==> src/design/ccm_pkg.sv <==
package ccm_pkg;

    // default reading width
    localparam int SAMPLE_BITS_DEF = 10;

    localparam int NUM_CLASSES = 5;
    localparam int NUM_STATS   = 6;
    localparam int CLASS_W     = 3;
    localparam int REG_IDX_W   = 3;

    // statistic slots
    localparam int STAT_MEAN  = 0;
    localparam int STAT_HI    = 1;
    localparam int STAT_LO    = 2;
    localparam int STAT_SPAN  = 3;
    localparam int STAT_ABOVE = 4;
    localparam int STAT_BELOW = 5;

    // class codes
    localparam logic [CLASS_W-1:0] CLS_RED   = 3'd0;
    localparam logic [CLASS_W-1:0] CLS_GREEN = 3'd1;
    localparam logic [CLASS_W-1:0] CLS_BLUE  = 3'd2;
    localparam logic [CLASS_W-1:0] CLS_WHITE = 3'd3;
    localparam logic [CLASS_W-1:0] CLS_BLACK = 3'd4;

    // register indexes
    localparam logic [REG_IDX_W-1:0] REG_TOLERANCE = 3'd0;
    localparam logic [REG_IDX_W-1:0] REG_CAL_RED   = 3'd1;
    localparam logic [REG_IDX_W-1:0] REG_CAL_GREEN = 3'd2;
    localparam logic [REG_IDX_W-1:0] REG_CAL_BLUE  = 3'd3;
    localparam logic [REG_IDX_W-1:0] REG_CAL_WHITE = 3'd4;
    localparam logic [REG_IDX_W-1:0] REG_CAL_BLACK = 3'd5;

endpackage

==> src/design/ccm_stats.sv <==
module ccm_stats #(
    parameter int SAMPLE_BITS = ccm_pkg::SAMPLE_BITS_DEF
) (
    input  logic                                              clk,
    input  logic [SAMPLE_BITS-1:0]                            rd_red,
    input  logic [SAMPLE_BITS-1:0]                            rd_green,
    input  logic [SAMPLE_BITS-1:0]                            rd_blue,
    output logic [ccm_pkg::NUM_STATS-1:0][SAMPLE_BITS-1:0]    stats
);

    localparam int SUM_W  = SAMPLE_BITS + 2;
    // floor(x/3) = (x * ceil(2^SHIFT/3)) >> SHIFT, exact for x < 2^SUM_W
    localparam int SHIFT  = SUM_W + 1;
    localparam int RECIP  = ((1 << SHIFT) + 2) / 3;
    localparam int PROD_W = SUM_W + SHIFT;

    logic [SUM_W-1:0]       sum_next, sum_reg;
    logic [SAMPLE_BITS-1:0] hi_next, hi_reg;
    logic [SAMPLE_BITS-1:0] lo_next, lo_reg;
    logic [SAMPLE_BITS-1:0] mx_rg, mn_rg;
    logic [PROD_W-1:0]      prod;
    logic [SAMPLE_BITS-1:0] mean;

    logic [ccm_pkg::NUM_STATS-1:0][SAMPLE_BITS-1:0] stats_next, stats_reg;

    // stage 1: sum, max, min
    always_comb
    begin
        sum_next = SUM_W'(rd_red) + SUM_W'(rd_green) + SUM_W'(rd_blue);
        mx_rg    = (rd_red > rd_green) ? rd_red : rd_green;
        mn_rg    = (rd_red < rd_green) ? rd_red : rd_green;
        hi_next  = (mx_rg > rd_blue) ? mx_rg : rd_blue;
        lo_next  = (mn_rg < rd_blue) ? mn_rg : rd_blue;
    end

    always_ff @(posedge clk)
    begin
        sum_reg <= sum_next;
        hi_reg  <= hi_next;
        lo_reg  <= lo_next;
    end

    // stage 2: mean by reciprocal, then the differences
    always_comb
    begin
        prod = PROD_W'(sum_reg) * PROD_W'(SHIFT'(RECIP));
        mean = SAMPLE_BITS'(prod >> SHIFT);
        stats_next[ccm_pkg::STAT_MEAN]  = mean;
        stats_next[ccm_pkg::STAT_HI]    = hi_reg;
        stats_next[ccm_pkg::STAT_LO]    = lo_reg;
        stats_next[ccm_pkg::STAT_SPAN]  = hi_reg - lo_reg;
        stats_next[ccm_pkg::STAT_ABOVE] = hi_reg - mean;
        stats_next[ccm_pkg::STAT_BELOW] = mean - lo_reg;
    end

    always_ff @(posedge clk)
    begin
        stats_reg <= stats_next;
    end

    assign stats = stats_reg;

endmodule

==> src/design/ccm_compare.sv <==
module ccm_compare #(
    parameter int SAMPLE_BITS = ccm_pkg::SAMPLE_BITS_DEF
) (
    input  logic                                           clk,
    input  logic [SAMPLE_BITS-1:0]                         tolerance,
    input  logic [ccm_pkg::NUM_STATS-1:0][SAMPLE_BITS-1:0] sample_stats,
    input  logic [ccm_pkg::NUM_CLASSES-1:0][ccm_pkg::NUM_STATS-1:0][SAMPLE_BITS-1:0]
                                                           class_stats,
    output logic [ccm_pkg::NUM_CLASSES-1:0]                match
);

    logic [ccm_pkg::NUM_CLASSES-1:0] match_next, match_reg;

    function automatic logic close_enough(input logic [SAMPLE_BITS-1:0] a,
                                          input logic [SAMPLE_BITS-1:0] b,
                                          input logic [SAMPLE_BITS-1:0] tol);
        logic [SAMPLE_BITS-1:0] d;
        d = (a >= b) ? (a - b) : (b - a);
        return d < tol;
    endfunction

    always_comb
    begin
        for (int c = 0; c < ccm_pkg::NUM_CLASSES; c++)
        begin
            match_next[c] = 1'b1;
            for (int s = 0; s < ccm_pkg::NUM_STATS; s++)
            begin
                if (!close_enough(sample_stats[s], class_stats[c][s], tolerance))
                begin
                    match_next[c] = 1'b0;
                end
            end
        end
    end

    always_ff @(posedge clk)
    begin
        match_reg <= match_next;
    end

    assign match = match_reg;

endmodule

==> src/design/color_class_matcher.sv <==
// color class matcher: takes one reading triple (red-, green- and blue-lit)
// per clock whenever start is high; busy is never raised, so every start is
// an accepted item. The result shows up on recognized and color_class from
// the winner-select register, marked by done for a single cycle. The receiver
// cannot stall the block and must take each result in the cycle that done is
// high. The pipeline is sum/max/min, mean and differences, class comparison,
// winner select, one register stage each, the first loaded at the accepting
// edge. The five class statistics are worked out continuously from the
// calibration registers through the same two-stage statistics pipe, so a
// register write takes effect for any item accepted in the next cycle on.
// Configuration is written through wr_en / wr_index / wr_data; indexes
// above the last register are ignored, as are bits above each register width.
module color_class_matcher #(
    parameter int SAMPLE_BITS = ccm_pkg::SAMPLE_BITS_DEF
) (
    input  logic                              clk,
    input  logic                              rst_n,
    input  logic                              start,
    output logic                              busy,
    input  logic [SAMPLE_BITS-1:0]            reading_red_lit,
    input  logic [SAMPLE_BITS-1:0]            reading_green_lit,
    input  logic [SAMPLE_BITS-1:0]            reading_blue_lit,
    input  logic                              wr_en,
    input  logic [ccm_pkg::REG_IDX_W-1:0]     wr_index,
    input  logic [3*SAMPLE_BITS-1:0]          wr_data,
    output logic                              done,
    output logic                              recognized,
    output logic [ccm_pkg::CLASS_W-1:0]       color_class
);

    localparam int CAL_W = 3 * SAMPLE_BITS;

    // configuration
    logic [SAMPLE_BITS-1:0] tolerance_reg;
    logic [CAL_W-1:0]       cal_reg [ccm_pkg::NUM_CLASSES];

    // valid bits, one per stage
    logic valid_s1_reg, valid_s2_reg, valid_s3_reg;
    logic accept;

    logic [ccm_pkg::NUM_STATS-1:0][SAMPLE_BITS-1:0] sample_stats;
    logic [ccm_pkg::NUM_CLASSES-1:0][ccm_pkg::NUM_STATS-1:0][SAMPLE_BITS-1:0]
        class_stats;
    logic [ccm_pkg::NUM_CLASSES-1:0] match;

    // output stage
    logic                        done_reg;
    logic                        recognized_next, recognized_reg;
    logic [ccm_pkg::CLASS_W-1:0] color_class_next, color_class_reg;

    // block never holds off an item
    assign busy   = 1'b0;
    assign accept = start && !busy;

    // register writes
    always_ff @(posedge clk or negedge rst_n)
    begin
        if (!rst_n)
        begin
            tolerance_reg <= '0;
            for (int c = 0; c < ccm_pkg::NUM_CLASSES; c++)
            begin
                cal_reg[c] <= '0;
            end
        end
        else if (wr_en)
        begin
            case (wr_index)
                ccm_pkg::REG_TOLERANCE: tolerance_reg <= wr_data[SAMPLE_BITS-1:0];
                ccm_pkg::REG_CAL_RED:   cal_reg[ccm_pkg::CLS_RED]   <= wr_data;
                ccm_pkg::REG_CAL_GREEN: cal_reg[ccm_pkg::CLS_GREEN] <= wr_data;
                ccm_pkg::REG_CAL_BLUE:  cal_reg[ccm_pkg::CLS_BLUE]  <= wr_data;
                ccm_pkg::REG_CAL_WHITE: cal_reg[ccm_pkg::CLS_WHITE] <= wr_data;
                ccm_pkg::REG_CAL_BLACK: cal_reg[ccm_pkg::CLS_BLACK] <= wr_data;
                default: ;
            endcase
        end
    end

    // sample statistics, stages 1 and 2
    ccm_stats #(
        .SAMPLE_BITS (SAMPLE_BITS)
    ) u_sample_stats (
        .clk      (clk),
        .rd_red   (reading_red_lit),
        .rd_green (reading_green_lit),
        .rd_blue  (reading_blue_lit),
        .stats    (sample_stats)
    );

    // class statistics, same latency as the sample path
    for (genvar g = 0; g < ccm_pkg::NUM_CLASSES; g++)
    begin : g_class
        ccm_stats #(
            .SAMPLE_BITS (SAMPLE_BITS)
        ) u_class_stats (
            .clk      (clk),
            .rd_red   (cal_reg[g][SAMPLE_BITS-1:0]),
            .rd_green (cal_reg[g][2*SAMPLE_BITS-1:SAMPLE_BITS]),
            .rd_blue  (cal_reg[g][3*SAMPLE_BITS-1:2*SAMPLE_BITS]),
            .stats    (class_stats[g])
        );
    end

    // stage 3: per-class tolerance check
    ccm_compare #(
        .SAMPLE_BITS (SAMPLE_BITS)
    ) u_compare (
        .clk          (clk),
        .tolerance    (tolerance_reg),
        .sample_stats (sample_stats),
        .class_stats  (class_stats),
        .match        (match)
    );

    // stage 4: highest matching class wins
    always_comb
    begin
        recognized_next  = |match;
        color_class_next = ccm_pkg::CLS_RED;
        for (int c = 0; c < ccm_pkg::NUM_CLASSES; c++)
        begin
            if (match[c])
            begin
                color_class_next = ccm_pkg::CLASS_W'(c);
            end
        end
    end

    always_ff @(posedge clk or negedge rst_n)
    begin
        if (!rst_n)
        begin
            valid_s1_reg <= 1'b0;
            valid_s2_reg <= 1'b0;
            valid_s3_reg <= 1'b0;
            done_reg     <= 1'b0;
        end
        else
        begin
            valid_s1_reg <= accept;
            valid_s2_reg <= valid_s1_reg;
            valid_s3_reg <= valid_s2_reg;
            done_reg     <= valid_s3_reg;
        end
    end

    always_ff @(posedge clk)
    begin
        recognized_reg  <= recognized_next;
        color_class_reg <= color_class_next;
    end

    assign done        = done_reg;
    assign recognized  = recognized_reg;
    assign color_class = color_class_reg;

    // every accepted item comes out with done raised
    a_latency: assert property (@(posedge clk) disable iff (!rst_n)
        accept |-> ##4 done)
        else $error("result missing four cycles after accept");

    // an unrecognized item reports the first class code
    a_no_match_code: assert property (@(posedge clk) disable iff (!rst_n)
        (done && !recognized) |-> (color_class == ccm_pkg::CLS_RED))
        else $error("class code set without a match");

    // reported class is always a real class
    a_class_range: assert property (@(posedge clk) disable iff (!rst_n)
        done |-> (color_class <= ccm_pkg::CLS_BLACK))
        else $error("class code out of range");

endmodule
==> config.mk <==
export PLATFORM = sky130hd
export DESIGN_NAME = color_class_matcher
export DESIGN_NICKNAME = d
export VERILOG_FILES = /design/src/design/ccm_pkg.sv /design/src/design/ccm_stats.sv /design/src/design/ccm_compare.sv /design/src/design/color_class_matcher.sv
export SDC_FILE = /design/constraint.sdc
export NUM_CORES = 2
export LEC_CHECK = 0
export BUFFER_PORTS_ARGS = -buffer_cell sky130_fd_sc_hd__buf_2
export CAP_MARGIN = 20
export CORE_ASPECT_RATIO = 1.5
export CORE_MARGIN = 4
export CORE_UTILIZATION = 35
export CTS_BUF_LIST = sky130_fd_sc_hd__clkbuf_16
export DETAILED_ROUTE_END_ITERATION = 7
export GPL_TIMING_DRIVEN = 1
export PLACE_DENSITY = 0.56
export SYNTH_ARGS = -nofsm -noshare
export SYNTH_HDL_FRONTEND = slang
export SYNTH_HIERARCHICAL = 1
export SYNTH_SLANG_ARGS = --single-unit
==> constraint.sdc <==
create_clock -name clk -period 9.9 [get_ports clk]
set_input_delay 1.98 -clock clk [delete_from_list [all_inputs] [get_ports clk]]
set_output_delay 1.98 -clock clk [all_outputs]
set_load 0.005 [all_outputs]
Word level (Yosys, flattened, before mapping)
Cells that the tools add are included.
Operators by class
  reductions and logical operators: 13
  eq/ne operators: 5
  muxes and demuxes: 62
  add/sub/neg operators: 90
  multipliers: 6
  order comparisons: 84
Operator list (count)
  $sub 10x10->10: 78
  $mux 10: 54
  $lt 10x10->1: 42
  $ge 10x10->1: 30
  $mul 12x12->23 const B: 6
  $gt 10x10->1: 12
  $add 12x10->12: 6
  $add 10x10->11: 6
  $reduce_and 5->1: 5
  $reduce_and 2->1: 6
  $eq 3x2->1 const B: 2
  $eq 3x3->1 const B: 2
  $mux 1: 6
  $mux 3: 2
  $reduce_or 5->1: 1
  $eq 3x1->1 const B: 1
  $logic_not 3->1: 1
Word-level totals
  logic and storage cells: 331
  input bits: 67
  flip-flop bits (word level): 725
  output and inout port bits: 6

Logic depth before layout (Yosys ltp)
  depth in word-level cells: 4
  depth in mapped cells: 27
  depth with buffers taken out: 27

By module
The synthesis kept the hierarchy.
Modules (own cells, without submodules)
  ccm_compare: instances 1, cells each 3926, area each 30365.4 sq um
  ccm_stats (g_class[1].u_class_stats ...): instances 4, cells each 737, area each 7369.6 sq um
  ccm_stats (u_sample_stats): instances 1, cells each 716, area each 7150.6 sq um
  ccm_stats (g_class[0].u_class_stats): instances 1, cells each 702, area each 7115.6 sq um
  color_class_matcher: instances 1, cells each 359, area each 6261.0 sq um

Least setup slack after synthesis
Ideal clock, no wire load.
  kind: reg-to-reg
  start point: reg g_class[0].u_class_stats.sum_reg[1]
  end point: reg g_class[0].u_class_stats.stats_reg, in the netlist g_class[0].u_class_stats/stats[49]
  cell stages (with the launch flop): 26
  arrival: 6.194 ns
  path buffers: 0
  required time: 9.782 ns
  slack: 3.588 ns
  cell sequence: dfxtp_1 -> ha_1 -> fa_1 -> inv_1 -> fa_1 -> inv_1 -> fa_1 -> inv_1 -> fa_1 -> inv_1 -> ha_1 -> nand3_1 -> o21ai_1 -> a21oi_1 -> xnor2_1 -> inv_1 -> ha_1 -> nor2b_1 -> o31a_1 -> o21ai_1 -> nand2b_1 -> and3_1 -> or4_1 -> o221ai_1 -> maj3_2 -> xnor2_1
RTL lines
  from (decl): RTL line ccm_stats.sv:17  | logic [SUM_W-1:0] sum_next, sum_reg;
  from (signal assigned): RTL line ccm_stats.sv:38  | sum_reg <= sum_next;
  to (signal assigned): RTL line ccm_stats.sv:58  | stats_reg <= stats_next;
  to (decl): RTL line ccm_stats.sv:24  | logic [ccm_pkg::NUM_STATS-1:0][SAMPLE_BITS-1:0] stats_next, stats_reg;

==> results.py <==
metrics = {
    "logic_synthesis": {
        "synth.distinct_cells": 112,
        "yosys.area_share.xor_xnor_pct": 5.35,
        "mappedNetlistArea_sq_um": 80400,
        "synth-warning-count": 6,
        "synth_enable_flop_cells": 0,
        "simple_gate_share_of_the_synthesized_area_pct": 8.52,
        "proportion_of_synthesized_area_in_mux_cells_pct": 8.37,
        "synthCells": 8651,
        "async_reset_ff_share_pct": 22.6,
        "synthesized_netlist_net_count": 10800,
        "synth-seq-cells": 725,
        "syn_area_cell_sq_um": 9.29,
        "synth.top_cells.by_area": "ha_1, dfxtp_1, fa_1",
        "postSynth.topFlopCell": "dfxtp_1",
        "synth-compound-area-share_pct": 15.7,
        "synth_sequential_area_ratio_pct": 19.1,
        "synth-adder-area-share_pct": 35.8,
        "main_combinational_cell_family_by_area_after_synthesis": "adder cells",
        "synth_largest_type_area_fraction_pct": 26.2,
        "synthDominantAreaCellType": "ha_1",
    },
    "sta": {
        "rsz0062_at_grt": "false",
        "post-route-period-util_pct": 69.8,
        "maxClockFrequency_ghz": 0.145,
        "hold_viol_final": 0,
        "slew_headroom_pct": 18.1,
        "final.setup_skew_ns": 0.0285,
        "post-route-min-period_ns": 6.91,
        "final.setup.tns_ns": 0,
        "worst-slew-pin-transition_ns": 1.22,
        "smallest_setup_slack_after_layout_ns": 2.99,
        "report.final.setup_viol": 0,
        "final-max-slew-violation-count": 0,
    },
    "route": {
        "first_iter_violations": 3426,
        "drt_pre_antenna_iters": 5,
        "viasPerCell": 5.36,
        "detail_route.wirelength_um": 294000,
        "drc": 0,
        "vias": 63600,
        "drt.antenna.violating_nets": 0,
        "routedWlPerCell_um": 24.8,
    },
    "clock_tree": {
        "path_clk_slew_ns": 0.07,
        "cts.sinks": 725,
        "cts_htree_levels": 3,
        "cts-buffers-inserted": 80,
        "clk-insertion-delay-late_ns": 0.71,
        "number_of_buffers_between_clock_root_and_the_deepest_sink": 3,
        "cts.root.buffer_cell": "clkbuf_16",
        "tritoncts": "done",
        "hold_fix_buffers_cts": 0,
        "post_cts_buffers": 0,
        "cts_repair_resize_count": 0,
    },
    "global_route": {
        "grt_usage_pct": 24.2,
        "grt_pass1_vias": 65200,
        "first_pass_grt_wire_length_um": 427000,
        "antenna_found_initial": 27,
        "grt_overflow": 0,
        "grt_max_degree": 90,
    },
    "final_layout": {
        "final_cell_count_without_fillers": 11900,
        "area_growth_pct": 8.41,
        "largest_reg_flops": 300,
        "drive_gt1_share_pct": 8.47,
        "num-nets-final": 10800,
        "fin_util_pct": 38.1,
    },
    "worst_setup_path": {
        "crit_family": "adder cells",
        "worst-endpoint-required_ns": 10.49,
        "crit_arrival_ns": 7.51,
        "bufs_and_invs_on_worst_path": 5,
        "critical_path.slowest_cell": "fa_1",
        "worst_stage_delay_on_the_critical_path_ns": 0.52,
        "critical_path_class": "reg -> reg",
        "cp_max_fo": 5,
        "crit_path_end_kind": "flip-flop",
        "critical_path.most_common_cell": "inv_1",
        "worstSetupStartpointType": "flip-flop",
    },
    "flow_run": {
        "cap_viol_max_count": 0,
    },
    "die": {
        "die_area_sq_um": 238000,
        "num_rows": 215,
        "die_width_um": 399,
        "floorplan.die.height_um": 595,
        "fp.coreArea_sq_um": 229000,
        "effective_utilization_at_floorplan_pct": 35.1,
        "num_io_pins": 73,
    },
    "place": {
        "routabilityCongestion": 0.985,
        "dp_hpwl_um": 252000,
        "post-place-cells": 11700,
        "dp_worst_setup_slack_ns": 2.96,
        "portBuffers": 71,
    },
    "status": {
        "outcome": "completed",
    },
    "min_path": {
        "holdCritPathClass": "reg -> reg",
    },
}
worst paths after layout:
check                                                     from                                  to  slack (ns)  cells past startpoint
min                                               valid_s2_reg                        valid_s3_reg        0.35                      0
max reg2reg                g_class[1].u_class_stats/sum_reg[1]  g_class[1].u_class_stats/stats[49]        2.99                     26
min reg2reg                                       valid_s2_reg                        valid_s3_reg        0.35                      0
max in group asynchronous                                rst_n                    tolerance_reg[0]        6.90                      2
min in group asynchronous                                rst_n                         cal_reg[36]        1.34                      1
max                        g_class[1].u_class_stats/sum_reg[1]  g_class[1].u_class_stats/stats[49]        2.99                     26
per-layer routing:
layer  track usage [%]  share of wire [%]  vias up
met5                 0              0.015        -
met1              26.4                 38    31000
met2              42.9                 49     1597
met3              2.28                3.3      690
met4              19.1                9.7        8
li1                  -                  -    30300
synth_stat cells, types with 153 or more instances:
cell / count
xor2_1: 206
inv_1: 1308
ha_1: 1680
nand2_1: 280
nor2_1: 322
mux2i_1: 283
mux2_2: 334
nand3_1: 153
o21ai_0: 297
dfxtp_1: 561
a21o_1: 299
fa_1: 378
xnor2_1: 280
dfrtp_1: 164
a21oi_1: 599
cell usage in the layout, fill, tap and decap left out, types with 64 or more instances in the layout:
cell type and instances:
mux2i_1 283, nand4_1 112, nand2_1 280, mux2_2 334, a21oi_1 599, ha_1 1680, o21ai_0 297, nand3_1 153
clkbuf_16 82, buf_2 70, dfxtp_1 561, nor2b_1 99, inv_1 1312, xor2_1 206, fa_1 378, nor3_1 79
a21boi_0 64, o21a_1 98, nor2_1 322, a21o_1 299, xnor2_1 279, dfrtp_1 163, buf_4 84
per-stage QoR:
stage | hold WS, ns | instance area [sq um]
after detailed placement | 0.340 | 84300
after global placement | 0.336 | 84200
after floorplan | 0.331 | 80400
final | 0.351 | 87100
after global routing | 0.353 | 87100
after CTS | 0.355 | 87000
layout make-up:
| class | instances | area (sq um) |
|---|---|---|
| tap | 3038 | 3800 |
| antenna | 43 | 108 |
| clock inverter | 66 | 647 |
| sequential | 725 | 15300 |
| multi-input combinational | 6437 | 59300 |
| inverter | 1314 | 4930 |
| fill | 23300 | 142000 |
| clock buffer | 82 | 2050 |
| timing repair buffer | 155 | 992 |
cell families (layout without fill, tap and decap cells):
kind of cell / count (synthesis) / after routing
compound gates: 1904 / 1904
xor+xnor: 488 / 488
fa+ha+maj: 2075 / 2075
buf+inv: 1489 / 1617
flops: 725 / 725
mux: 627 / 627
other cells: 1 / 44
simple gates: 1342 / 1342
Power is left out: the tool's default activity adds up to more than one toggle a clock period on the data nets, which glitch-free logic cannot reach.
